$ cat src/hdl/ena_pkg.sv
// Package for the error norm accumulator: payload structs, mode codes, widths.
// No dependencies.
package ena_pkg;

  localparam int DataW  = 32;
  localparam int DiffW  = 33;
  localparam int AccW   = 64;
  localparam int CountW = 17;
  localparam logic [CountW-1:0] MaxPairs = 17'd65536;

  localparam logic [2:0] ModeInvalid = 3'd0;
  localparam logic [2:0] ModeL1      = 3'd1;
  localparam logic [2:0] ModeL2      = 3'd2;
  localparam logic [2:0] ModeLinf    = 3'd3;

  typedef struct packed {
    logic signed [DataW-1:0] first_mean;
    logic signed [DataW-1:0] second_mean;
    logic signed [DataW-1:0] first_kone;
    logic signed [DataW-1:0] second_kone;
    logic signed [DataW-1:0] first_ktwo;
    logic signed [DataW-1:0] second_ktwo;
    logic                    last_item;
  } in_item_t;

  typedef struct packed {
    logic [DataW-1:0]  mean_error;
    logic [DataW-1:0]  kone_error;
    logic [DataW-1:0]  ktwo_error;
    logic [CountW-1:0] pair_count;
    logic              status;
  } out_item_t;

  // Item after classification: absolute differences, mode snapshot, last flag.
  typedef struct packed {
    logic [DiffW-1:0] d_mean;
    logic [DiffW-1:0] d_kone;
    logic [DiffW-1:0] d_ktwo;
    logic [2:0]       mode;
    logic             last_item;
  } work_t;

endpackage

$ cat src/hdl/ena_front.sv
// Front end: accepts input items, forms absolute differences, queues them.
// Depends on ena_pkg.
module ena_front (
  input  logic              clk,
  input  logic              rst,
  input  logic              in_valid,
  output logic              in_ready,
  input  ena_pkg::in_item_t in_item,
  input  logic [2:0]        mode,
  output logic              q_valid,
  input  logic              q_ready,
  output ena_pkg::work_t    q_item
);

  ena_pkg::work_t fifo [2];
  logic           wptr, rptr;
  logic [1:0]     fill;
  ena_pkg::work_t wr_item;
  logic           push, pop;

  function automatic logic [ena_pkg::DiffW-1:0] absdiff(logic signed [31:0] a,
                                                       logic signed [31:0] b);
    logic signed [ena_pkg::DiffW-1:0] d;
    d = ena_pkg::DiffW'(a) - ena_pkg::DiffW'(b);
    return d[ena_pkg::DiffW-1] ? -d : d;
  endfunction

  // Classify the incoming item
  always_comb begin
    wr_item.d_mean    = absdiff(in_item.first_mean, in_item.second_mean);
    wr_item.d_kone    = absdiff(in_item.first_kone, in_item.second_kone);
    wr_item.d_ktwo    = absdiff(in_item.first_ktwo, in_item.second_ktwo);
    wr_item.mode      = mode;
    wr_item.last_item = in_item.last_item;
  end

  assign in_ready = (fill != 2'd2);
  assign push     = in_valid && in_ready;
  assign q_valid  = (fill != 2'd0);
  assign pop      = q_valid && q_ready;
  assign q_item   = fifo[rptr];

  // Two-entry queue
  always_ff @(posedge clk) begin
    if (rst) begin
      wptr <= 1'b0;
      rptr <= 1'b0;
      fill <= 2'd0;
    end else begin
      if (push) wptr <= ~wptr;
      if (pop)  rptr <= ~rptr;
      fill <= fill + 2'(push) - 2'(pop);
    end
  end

  always_ff @(posedge clk) begin
    if (push) fifo[wptr] <= wr_item;
  end

endmodule

$ cat config.mk
export PLATFORM = sky130hd
export DESIGN_NAME = ena_front
export DESIGN_NICKNAME = d
export VERILOG_FILES = /design/src/hdl/ena_pkg.sv /design/src/hdl/ena_front.sv
export SDC_FILE = /design/constraint.sdc
export NUM_CORES = 1
export LEC_CHECK = 0
export BUFFER_PORTS_ARGS = -buffer_cell sky130_fd_sc_hd__buf_2
export CAP_MARGIN = 20
export CORE_ASPECT_RATIO = 0.8
export CORE_MARGIN = 5
export CORE_UTILIZATION = 50
export DETAILED_ROUTE_END_ITERATION = 10
export PLACE_DENSITY = 0.76
export SYNTH_ARGS = -nofsm -noshare
export SYNTH_HDL_FRONTEND = slang
export SYNTH_SLANG_ARGS = --single-unit
$ cat constraint.sdc
create_clock -name clk -period 7.85 [get_ports clk]
set_input_delay 1.1775 -clock clk [delete_from_list [all_inputs] [get_ports clk]]
set_output_delay 1.1775 -clock clk [all_outputs]
set_load 0.02 [all_outputs]
Yosys cells after proc, flatten, opt, wreduce, memory -nomap -nowiden
Memories as Yosys holds them, arrays and structs flattened. A register that Yosys moved wholly into a read port is not among the register bits.
Index checks and enable logic that the tools add are counted.

storage, ports and cells
  memories = 1
  logic and storage cells = 25
  latch bits = 0
  memory bits (writable) = 206
  input port bits = 200
  output and inout port bits = 105
  bits in read-only memories = 0
  flip-flop bits (word level) = 4

cells by class
  multiply operators = 0
  bitwise gates (word level) = 2
  muxes and demuxes = 7
  $lt $le $gt $ge = 0
  add/sub/neg operators = 8
  reductions and logical operators = 3
  shifts and indexed selects = 0
  equality and inequality tests = 1
  div/mod/pow operators = 0

memory list
  name  words  bits a word  rd ports  clocked after Yosys merged registers in  wr ports  line             text
  fifo  2      103          1         1                                        1         ena_front.sv:15  ena_pkg::work_t fifo [2];

operators with widths
  cell                count
  $mux 33             3
  $neg 33->33         3
  $sub 32x32->33      3
  $mux 1              4
  $add 2x1->2         1
  $logic_and 1x1->1   2
  $ne 2x2->1 const B  1
  $not 1->1           2
  $reduce_bool 2->1   1
  $sub 2x1->2         1

Logic depth before layout (Yosys ltp)
Gate-level depths: netlist of the first run.

  depth after elaboration = 4
  gate-level depth with buffers = 14

Worst setup path before layout of the first run
No wires, ideal clock.

  kind = in2reg
  start point = input port in_valid
  end point = memory fifo[0][0] in the netlist's numbering, enable pin
  library setup time = 566 ps
  stages on the path = 2
  path slack = 1721 ps
  arrival = 5563 ps
  buffers on the path = 0
  cell sequence = nand2_1 nor2_1

between the ends
  word-level cells in the longest chain between the ends = 3

ends and longest elaborated chain
  what                          line             text
  start: declaration            ena_front.sv:6   input logic in_valid,
  $logic_and 1x1->1             ena_front.sv:38  assign push = in_valid && in_ready;
  $mux 1                        ena_front.sv:57  if (push) fifo[wptr] <= wr_item;
  $mux 1 (implied by the code)  ena_front.sv:57
  end: declaration              ena_front.sv:15

No other way between the ends.

==> results.tsv, run 1 <==
stage	metric	value	unit
sta	final hold viol count	0	
run	maxcap violations	0	
floorplanning	Core Region	0.0314	mm^2
cts	Clock Tree Buf Depth	3	
sta	Worst Tran Pin Value	1.04	ns
layout	design area	0.0185	mm^2
cts	CTS tree	done	
logic_synthesis	Avg Inst Size Synth	9.86	um^2
grt	vias in the first global route	12700	
floorplanning	initial core utilization	50.6	%
cts	cts repair resizes	0	
setup_path	critical path type	input port to register	
cts	later-pin clock latency in the skew report	0.51	ns
placed_design	placed inst area	0.0178	mm^2
layout	fin nets	2193	
grt	initial antenna violation count	0	
cts	hold buffers post-CTS	0	
layout	ratio of cells with drive above 1 in the final layout	25.4	%
setup_path	worst-path fanout max	5	
power	PwrDens	254	mW/mm^2
route	DR DRC count	0	
setup_path	Worst EP arrival	5.21	ns
setup_path	CP required	8.09	ns
logic_synthesis	top cells by area, synth	edfxtp_1 (39%), ha_1 (8.0%), mux2_2 (7.6%)	
sta	Tmin final	4.97	ns
grt	largest net degree at the start of global routing	58	
logic_synthesis	cell count after synthesis	1609	
route	WL final	40.0	mm
layout	antenna cells	0	
sta	clk_skew	0.0185	ns
logic_synthesis	Synth Warn #	0	
cts	clk slew on worst S/H paths	0.06	ns
logic_synthesis	syn nets	1913	
sta	Relative slew margins	30.1	%
logic_synthesis	dominant synthesized flop cell	edfxtp_1	
logic_synthesis	Yosys reg bits	211	
floorplanning	total I/O pin count	305	
setup_path	crit path capture type	register	
sta	Slew Limit Fails	0	
route	Final ANT Viol Nets	0	
power	Leakage	7.62	nW
placed_design	# port buffers	304	
grt	GRT Resource Usage Total	21.2	%
route	vias per cell	5.73	
floorplanning	Chip Height	169	um
logic_synthesis	Yosys cell types	86	
logic_synthesis	Synth area leader	edfxtp_1	
route	routed wire length per instance	17.2	um
logic_synthesis	top cell type's share of synthesized area	39.0	%
layout	area grow syn2layout	16.7	%
floorplanning	row count	58	
placed_design	RePlAce Congestion	0.906	
sta	Setup violations, final	0	
setup_path	Bufs and invs on worst path	1	
route	DR vias	13300	
min_path	Hold Path Class	register to register	
logic_synthesis	post-synthesis cell area	0.0159	mm^2
cts	Setup Fix Bufs, Post-CTS	0	
sta	Final period util	63.3	%
grt	first-pass GRT wire length	63.4	mm
status	status	finished clean	
setup_path	critical path's top delay family	compound AO/OA/AOI/OAI gates	
sta	setup TNS	0	ns
cts	CTS Sinks	211	
logic_synthesis	Post-synth EDFFs	206	
setup_path	largest stage delay on the critical path	0.91	ns
logic_synthesis	post-synthesis sequential area ratio	39.6	%
logic_synthesis	async set-reset flop share out of synthesis	0	%
floorplanning	die area	0.0354	mm^2
grt	overflow left after global routing	0	
route	initial drt markers	860	
cts	H-tree levels	1	
power	Max IR drop VDD	174	uV
setup_path	crit path max-delay cell type	o41ai_1	
power	Design Power	4.69	mW
cts	TritonCTS buffer count	23	
sta	RSZ-0062 raised after global routing	no	
setup_path	CP Launch Type	input port	
setup_path	crit path cell chain	buf_2 > ha_1 > fa_1 > nor2b_1 > o31a_1 > a21oi_1 > o41ai_1 > xor2_1 > or4_1 > or4_1 > o31ai_1 > xor2_1	
route	Pre-antenna DRT Iters	5	
cts	clock root cell	clkbuf_16	
placed_design	post-detail-place hpwl	30.8	mm
floorplanning	Die Width	209	um
sta	Fmax achieved	201	MHz
[worst reg2reg max path, cell delays in order, from the launching register on]
cell and delay [ns]:
dfxtp_1 0.35, nand2b_1 0.15, and3_4 0.68, buf_4 0.73
[sequential cells by signal, summed over array words and instances (netlist names), named ones only]
name	cells
wptr	1
rptr	1
fill	2
fifo	206
[through the flow]
stage / instances / utilization, % / worst slack, ns / hold WS [ns]
global placement: 2282 / 56.6 / 2.43 / 0.496
detailed placement: 2284 / 56.7 / 2.34 / 0.505
floorplan: 1609 / - / 1.72 / 0.481
global route: 2326 / 59.0 / 2.59 / 0.593
CTS: 2326 / 59.0 / 2.88 / 0.551
finish: 2326 / 59.0 / 2.88 / 0.545
[cell usage in the layout (no fill, tap or decap), types with 21 or more instances in the layout]
| cell type | netlist | layout |
|---|---|---|
| nand2_1 | 105 | 105 |
| ha_1 | 101 | 101 |
| nor2_1 | 100 | 99 |
| xor2_1 | 60 | 60 |
| inv_1 | 125 | 125 |
| buf_2 | 9 | 304 |
| a31oi_1 | 25 | 24 |
| a21oi_1 | 132 | 132 |
| a21o_1 | 29 | 29 |
| clkbuf_16 | 0 | 23 |
| edfxtp_1 | 206 | 206 |
| o21ai_0 | 66 | 66 |
| mux2_2 | 107 | 107 |
| nor2b_1 | 21 | 21 |
| nand3_1 | 29 | 29 |
| xnor2_1 | 102 | 102 |
| nor3_1 | 34 | 34 |
[kinds of logic (layout without fill, tap and decap cells)]
group | after synthesis | count (layout) | share of synthesized area, %
AOI/OAI and AO/OA | 410 | 410 | 17.1
xor gates and xnor gates | 162 | 162 | 8.95
adders and majority gates | 104 | 104 | 8.35
buffers and inverters | 181 | 478 | 4.36
DFF | 211 | 211 | 39.6
muxes | 111 | 111 | 7.85
and+or+nand+nor | 430 | 430 | 13.8
[path summary, 6_finish.rpt]
path                                  start     endpoint  slack (ns)  depth (start not counted)
worst max-delay path            in_item[65]  fifo[0][63]        2.88                         12
worst min-delay path                   rptr     register        0.54                          2
worst max register to register      fill[0]   fifo[1][6]        5.54                          3
worst min register to register         rptr     register        0.54                          2
[report_power, final]
| group | total, mW | internal, mW | leakage, nW | switching, mW |
|---|---|---|---|---|
| clock | 1.04 | 0.609 | 0.344 | 0.427 |
| sequential | 1.68 | 1.60 | 1.97 | 0.0808 |
| combinational | 1.98 | 0.761 | 5.31 | 1.22 |
[routing by layer]
layer,track usage (%),vias to the layer above,routed length [um]
li1,-,6536,-
met1,29.7,6303,17900
met2,35.5,437,18900
met3,2.81,55,2440
met4,4.68,0,777
met5,0,-,0
[cell usage after synthesis, drive strengths merged (10+ instances only)]
| cell | n |
|---|---|
| and3 | 21 |
| o21bai | 11 |
| o211ai | 15 |
| inv | 125 |
| o21a | 14 |
| clkbuf | 44 |
| a31oi | 25 |
| nor2 | 101 |
| xor2 | 60 |
| nand4 | 15 |
| buf | 12 |
| a21oi | 133 |
| o31ai | 14 |
| mux2 | 107 |
| nand2b | 16 |
| o21ai | 69 |
| or2 | 12 |
| nor2b | 21 |
| and2 | 20 |
| a21o | 29 |
| a211oi | 10 |
| ha | 101 |
| nand2 | 106 |
| nor3 | 35 |
| nor4 | 17 |
| nand3 | 29 |
| edfxtp | 206 |
| xnor2 | 102 |
[final cells by class]
type / count / area, um^2
Inverter: 125 / 469
Clock buffer: 28 / 594
Tap cell: 420 / 526
Timing Repair Buffer: 311 / 1580
Sequential cell: 211 / 6290
Fill cell: 2658 / 12800
Multi-Input combinational cell: 1217 / 8910
Clock inverter: 14 / 139
Note: power is estimated with default switching activity, not from simulation.
==> inputs of run 2 (changes only) <==
--- a/config.mk
+++ b/config.mk
@@ -5,13 +5,14 @@
 export SDC_FILE = /design/constraint.sdc
 export NUM_CORES = 1
 export LEC_CHECK = 0
+export ABC_AREA = 1
 export BUFFER_PORTS_ARGS = -buffer_cell sky130_fd_sc_hd__buf_2
 export CAP_MARGIN = 20
 export CORE_ASPECT_RATIO = 0.8
 export CORE_MARGIN = 5
 export CORE_UTILIZATION = 50
 export DETAILED_ROUTE_END_ITERATION = 10
-export PLACE_DENSITY = 0.76
+export PLACE_DENSITY = 0.75
 export SYNTH_ARGS = -nofsm -noshare
 export SYNTH_HDL_FRONTEND = slang
 export SYNTH_SLANG_ARGS = --single-unit
==> constraint.sdc (replaced) <==
create_clock -name clk -period 4.6 [get_ports clk]
set_input_delay 0.69 -clock clk [delete_from_list [all_inputs] [get_ports clk]]
set_output_delay 0.69 -clock clk [all_outputs]
set_load 0.02 [all_outputs]
==> results.tsv, run 2 <==
stage	metric	value	unit
status	status	finished clean	
floorplanning	total I/O pin count	305	
layout	fin nets	3269	
route	DR DRC count	0	
cts	Clock Tree Buf Depth	3	
grt	first-pass GRT wire length	83.2	mm
sta	final hold viol count	0	
cts	Setup Fix Bufs, Post-CTS	0	
logic_synthesis	Synth Warn #	0	
placed_design	RePlAce Congestion	1.01	
setup_path	CP Launch Type	input port	
cts	CTS tree	done	
route	WL final	52.8	mm
layout	area grow syn2layout	15.1	%
grt	GRT Resource Usage Total	24.8	%
setup_path	Bufs and invs on worst path	4	
setup_path	critical path's top delay family	simple AND/OR/NAND/NOR gates	
route	routed wire length per instance	15.3	um
setup_path	largest stage delay on the critical path	0.45	ns
floorplanning	die area	0.0409	mm^2
cts	H-tree levels	1	
power	Max IR drop VDD	685	uV
layout	antenna cells	0	
cts	CTS Sinks	211	
sta	setup TNS	0	ns
floorplanning	Die Width	225	um
logic_synthesis	syn nets	2956	
sta	Worst Tran Pin Value	0.903	ns
floorplanning	Chip Height	182	um
sta	Setup WS post-layout	1.39	ns
setup_path	most used cell, CP	nand2_2	
power	clock network power share	21.1	%
placed_design	# port buffers	304	
setup_path	cell count along the critical path	17	
setup_path	Worst Reg-to-Reg Cells	5	
sta	RSZ-0062 raised after global routing	no	
layout	filler instances	3413	
setup_path	Worst R2R Start	fill[0]	
grt	largest net degree at the start of global routing	104	
route	vias per cell	5.10	
route	initial drt markers	1358	
placed_design	Placed Cells	3419	
sta	clk_skew	0.00652	ns
logic_synthesis	cell count after synthesis	2652	
power	Logic pwr share	44.5	%
cts	hold buffers post-CTS	0	
setup_path	crit path max-delay cell type	inv_2	
layout	largest registers	fifo (206), fill (2)	
layout	commonest non-fill, non-tap cell in the layout	nand2_1	
setup_path	Critical path origin	in_item[129]	
min_path	Hold Path Class	input port to register	
power	PwrDens	394	mW/mm^2
layout	max reg flops	206	
sta	Slew Limit Fails	0	
placed_design	worst slack, placed	0.901	ns
logic_synthesis	Yosys cell types	39	
cts	cts repair resizes	0	
min_path	hold path start	in_item[0]	
layout	most frequent cells in the layout	nand2_1 (935), inv_1 (532), buf_2 (304), edfxtp_1 (206)	
floorplanning	Core Region	0.0361	mm^2
logic_synthesis	top cells by count, synth	nand2_1 (935), inv_1 (532), edfxtp_1 (206)	
sta	Tmin final	3.21	ns
route	Pre-antenna DRT Iters	5	
logic_synthesis	Synth area leader	edfxtp_1	
floorplanning	row count	62	
placed_design	post-detail-place hpwl	43.3	mm
setup_path	Worst EP arrival	3.49	ns
layout	Top reg by flops	fifo	
power	Switch Pwr	3.37	mW
grt	vias in the first global route	16300	
logic_synthesis	Avg Inst Size Synth	6.96	um^2
logic_synthesis	top-count cell post-synth	nand2_1	
cts	TritonCTS buffer count	24	
setup_path	crit path cell chain	buf_2 > ha_1 > fa_1 > inv_1 > nand2_1 > nand2_2 > nand3_1 > nand2_2 > nand2_1 > nand2_2 > nand4_1 > nand3_1 > nand2_2 > inv_2 > o21ai_1 > xor2_1 > inv_1	
run	maxcap violations	0	
logic_synthesis	post-synthesis sequential area ratio	34.1	%
setup_path	crit path capture type	register	
sta	Final period util	69.9	%
logic_synthesis	Post-synth EDFFs	206	
min_path	Min-Delay Path Depth	1	
setup_path	CP required	4.87	ns
power	sw frac	40.2	%
layout	ratio of cells with drive above 1 in the final layout	17.5	%
logic_synthesis	top cells by area, synth	edfxtp_1 (34%), nand2_1 (19%), inv_1 (11%)	
sta	Fmax achieved	311	MHz
setup_path	worst-path fanout max	29	
logic_synthesis	dominant synthesized flop cell	edfxtp_1	
cts	later-pin clock latency in the skew report	0.53	ns
power	Seq pwr share	34.4	%
route	Final ANT Viol Nets	0	
floorplanning	initial core utilization	51.0	%
setup_path	critical path type	input port to register	
logic_synthesis	async set-reset flop share out of synthesis	0	%
logic_synthesis	top cell type's share of synthesized area	33.5	%
cts	clock root cell	clkbuf_16	
sta	Relative slew margins	39.8	%
grt	initial antenna violation count	0	
route	DR vias	17600	
power	Internal Power	5.01	mW
cts	clk slew on worst S/H paths	0.06	ns
power	Leakage	11.3	nW
logic_synthesis	Yosys reg bits	211	
layout	Non-Filler Instances	3460	
logic_synthesis	post-synthesis cell area	0.0184	mm^2
setup_path	flop2flop setup slack	2.68	ns
sta	Setup violations, final	0	
grt	overflow left after global routing	0	
[run 2: cells by family (layout without fill, tap and decap cells)]
kind of cell | Yosys count | in the layout | share of synthesized area [%]
compound gates | 122 | 122 | 3.51
flops | 211 | 211 | 34.1
buf+inv | 562 | 890 | 11.7
simple gates | 1472 | 1472 | 33.5
fa+ha+maj | 104 | 104 | 7.18
mux | 103 | 103 | 6.29
xor+xnor | 78 | 78 | 3.74
[run 2: routing by layer]
layer / global-route usage, % / vias to the layer above / wire length (um)
met5: 0 / - / 0
met4: 4.67 / 0 / 1050
met3: 2.79 / 62 / 3190
li1: - / 8968 / -
met2: 40.5 / 558 / 23700
met1: 35.9 / 8061 / 24900
[run 2: final cells by class]
class	instances	area, um^2	share of cell area, %
inverter	539	2020	9.53
sequential	211	6290	29.6
clock buffer	30	644	3.04
clock inverter	11	67.6	0.318
multi-input combinational	1879	10000	47.2
tap	480	601	2.83
timing repair buffer	310	1590	7.50
[run 2: path summary, 6_finish.rpt]
check	endpoint
setup / recovery	fifo[1][90]
hold / removal	fifo[0][0]
setup reg to reg	fifo[1][91]
hold reg to reg	register
[run 2: power groups by stage]
| stage | sequential, mW | combinational (mW) | clock (mW) |
|---|---|---|---|
| 2_1_floorplan | 2.85 | 2.63 | 0 |
| 3_3_place_gp | 2.90 | 3.68 | 0 |
| 3_5_place_dp | 2.93 | 3.73 | 0 |
| 4_1_cts | 2.89 | 3.75 | 1.81 |
| 5_1_grt | 2.92 | 4.08 | 1.89 |
| 6_report | 2.88 | 3.73 | 1.76 |
[run 2: metrics by stage]
step	power, mW	cell area [um^2]	hold slack [ns]	utilization (%)
global placement	6.58	20500	0.458	56.8
floorplan	5.48	18500	0.454	-
detailed placement	6.66	20500	0.481	56.8
finish	8.37	21200	0.358	58.7
CTS	8.44	21200	0.331	58.7
global route	8.90	21200	0.336	58.7
==> inputs of run 3 (changes only) <==
==> constraint.sdc (replaced) <==
create_clock -name clk -period 3.19 [get_ports clk]
set_input_delay 0.4785 -clock clk [delete_from_list [all_inputs] [get_ports clk]]
set_output_delay 0.4785 -clock clk [all_outputs]
set_load 0.02 [all_outputs]
==> results.tsv, run 3 (synthesis gave the netlist of run 2 again) <==
stage	metric	value	unit
layout	max reg flops	206	
cts	hold buffers post-CTS	0	
sta	Tmin final	2.83	ns
sta	Slew Limit Fails	0	
sta	Final period util	88.7	%
setup_path	Bufs and invs on worst path	2	
cts	Setup Fix Bufs, Post-CTS	0	
setup_path	cell count along the critical path	19	
route	DR DRC count	0	
floorplanning	Core Region	0.0361	mm^2
layout	Top reg by flops	fifo	
sta	WHS	0.157	ns
sta	Fmax achieved	353	MHz
layout	antenna cells	0	
sta	final hold viol count	0	
layout	design area	0.0219	mm^2
floorplanning	Chip Height	182	um
route	initial drt markers	1279	
setup_path	Worst Reg-to-Reg Cells	9	
grt	first-pass GRT wire length	85.1	mm
sta	Setup violations, final	0	
status	status	finished clean	
grt	initial antenna violation count	0	
min_path	Min-Delay Path Depth	1	
sta	setup TNS	0	ns
setup_path	CP Launch Type	input port	
route	WL final	53.8	mm
setup_path	critical path's top delay family	simple AND/OR/NAND/NOR gates	
setup_path	worst-path fanout max	4	
route	DR vias	17800	
sta	Worst Tran Pin Value	0.661	ns
cts	CTS Sinks	211	
placed_design	RePlAce Congestion	0.982	
floorplanning	total I/O pin count	305	
cts	CTS tree	done	
floorplanning	initial core utilization	51.0	%
grt	vias in the first global route	16900	
route	Final ANT Viol Nets	0	
setup_path	crit path capture type	register	
sta	RSZ-0062 raised after global routing	no	
power	PwrDens	566	mW/mm^2
cts	H-tree levels	1	
grt	GRT Resource Usage Total	25.4	%
setup_path	most used cell, CP	nand2_1	
min_path	Hold Path Class	input port to register	
floorplanning	die area	0.0409	mm^2
layout	Non-Filler Instances	3538	
grt	overflow left after global routing	0	
cts	clock root cell	clkbuf_16	
cts	clk slew on worst S/H paths	0.06	ns
sta	clk_skew	0.0118	ns
setup_path	Worst EP arrival	3.09	ns
cts	Clock Tree Buf Depth	3	
layout	area grow syn2layout	18.7	%
floorplanning	row count	62	
setup_path	largest stage delay on the critical path	0.39	ns
run	maxcap violations	0	
power	Leakage	11.7	nW
placed_design	placed inst area	0.0212	mm^2
setup_path	crit path cell chain	buf_2 > ha_1 > fa_1 > inv_1 > nand2_1 > nand2_1 > nand3_1 > nand2_1 > nand2_1 > nand2_1 > nand2_1 > nand2_1 > nand2_1 > nand2_1 > nand2_1 > nor2_1 > nand4_1 > nand3_1 > nand2_1	
route	Pre-antenna DRT Iters	5	
placed_design	Placed Cells	3501	
setup_path	CP required	3.45	ns
layout	ratio of cells with drive above 1 in the final layout	19.7	%
layout	largest registers	fifo (206), fill (2)	
grt	largest net degree at the start of global routing	62	
layout	fin util	60.6	%
route	vias per cell	5.03	
setup_path	critical path type	input port to register	
layout	commonest non-fill, non-tap cell in the layout	nand2_1	
placed_design	# port buffers	304	
layout	fin nets	3350	
route	routed wire length per instance	15.2	um
floorplanning	Die Width	225	um
power	Max IR drop VDD	746	uV
cts	cts repair resizes	0	
cts	TritonCTS buffer count	23	
placed_design	post-detail-place hpwl	44.6	mm
cts	later-pin clock latency in the skew report	0.52	ns
layout	most frequent cells in the layout	nand2_1 (935), inv_1 (532), buf_2 (304), edfxtp_1 (206)	
setup_path	crit path max-delay cell type	fa_1	
sta	Relative slew margins	56.0	%
## run 3: changes by cell type in the layout (fill, tap and decap cells not counted)
cell / change
clkinv_1: -2
buf_4: +78
bufinv_16: +3
inv_8: -2
buf_12: +4
clkbuf_1: -1
clkbuf_16: -2
## run 3: per-stage QoR
stage	setup WS, ns	power, mW
global placement	-0.103	9.70
CTS	0.426	12.5
finish	0.359	12.4
floorplan	-0.657	7.90
detailed placement	-0.104	9.83
global route	0.158	13.2
## run 3: layout make-up
type	count	area [um^2]
fillers	3384	14200
multi-input cells	1879	10000
flip-flops and latches	211	6290
repair buffers	392	2260
inverters	539	2020
well taps	480	601
clock buffers	27	591
clock inverters	10	128
## run 3: final timing paths
| check | startpoint | endpoint | slack, ns |
|---|---|---|---|
| max | in_item[1] | fifo[1][30] | 0.36 |
| min | mode[2] | fifo[0][3] | 0.16 |
| max reg2reg | fill[1] | fill[1] | 1.30 |
| min reg2reg | rptr | register | 0.49 |
## run 3: report_power, final
part / internal, mW / switching, mW
sequential: 3.94 / 0.178
combinational: 2.03 / 3.64
clock: 1.55 / 1.06
## run 3: routing by layer
| layer | vias up | share of wire [%] | routed length (um) | global-route usage (%) |
|---|---|---|---|---|
| met5 | - | 0 | 0 | 0 |
| met4 | 0 | 2.1 | 1120 | 5.26 |
| met3 | 69 | 6.4 | 3440 | 3.02 |
| met2 | 533 | 45 | 24200 | 41.6 |
| met1 | 8051 | 46 | 25000 | 36.7 |
| li1 | 9127 | - | - | - |
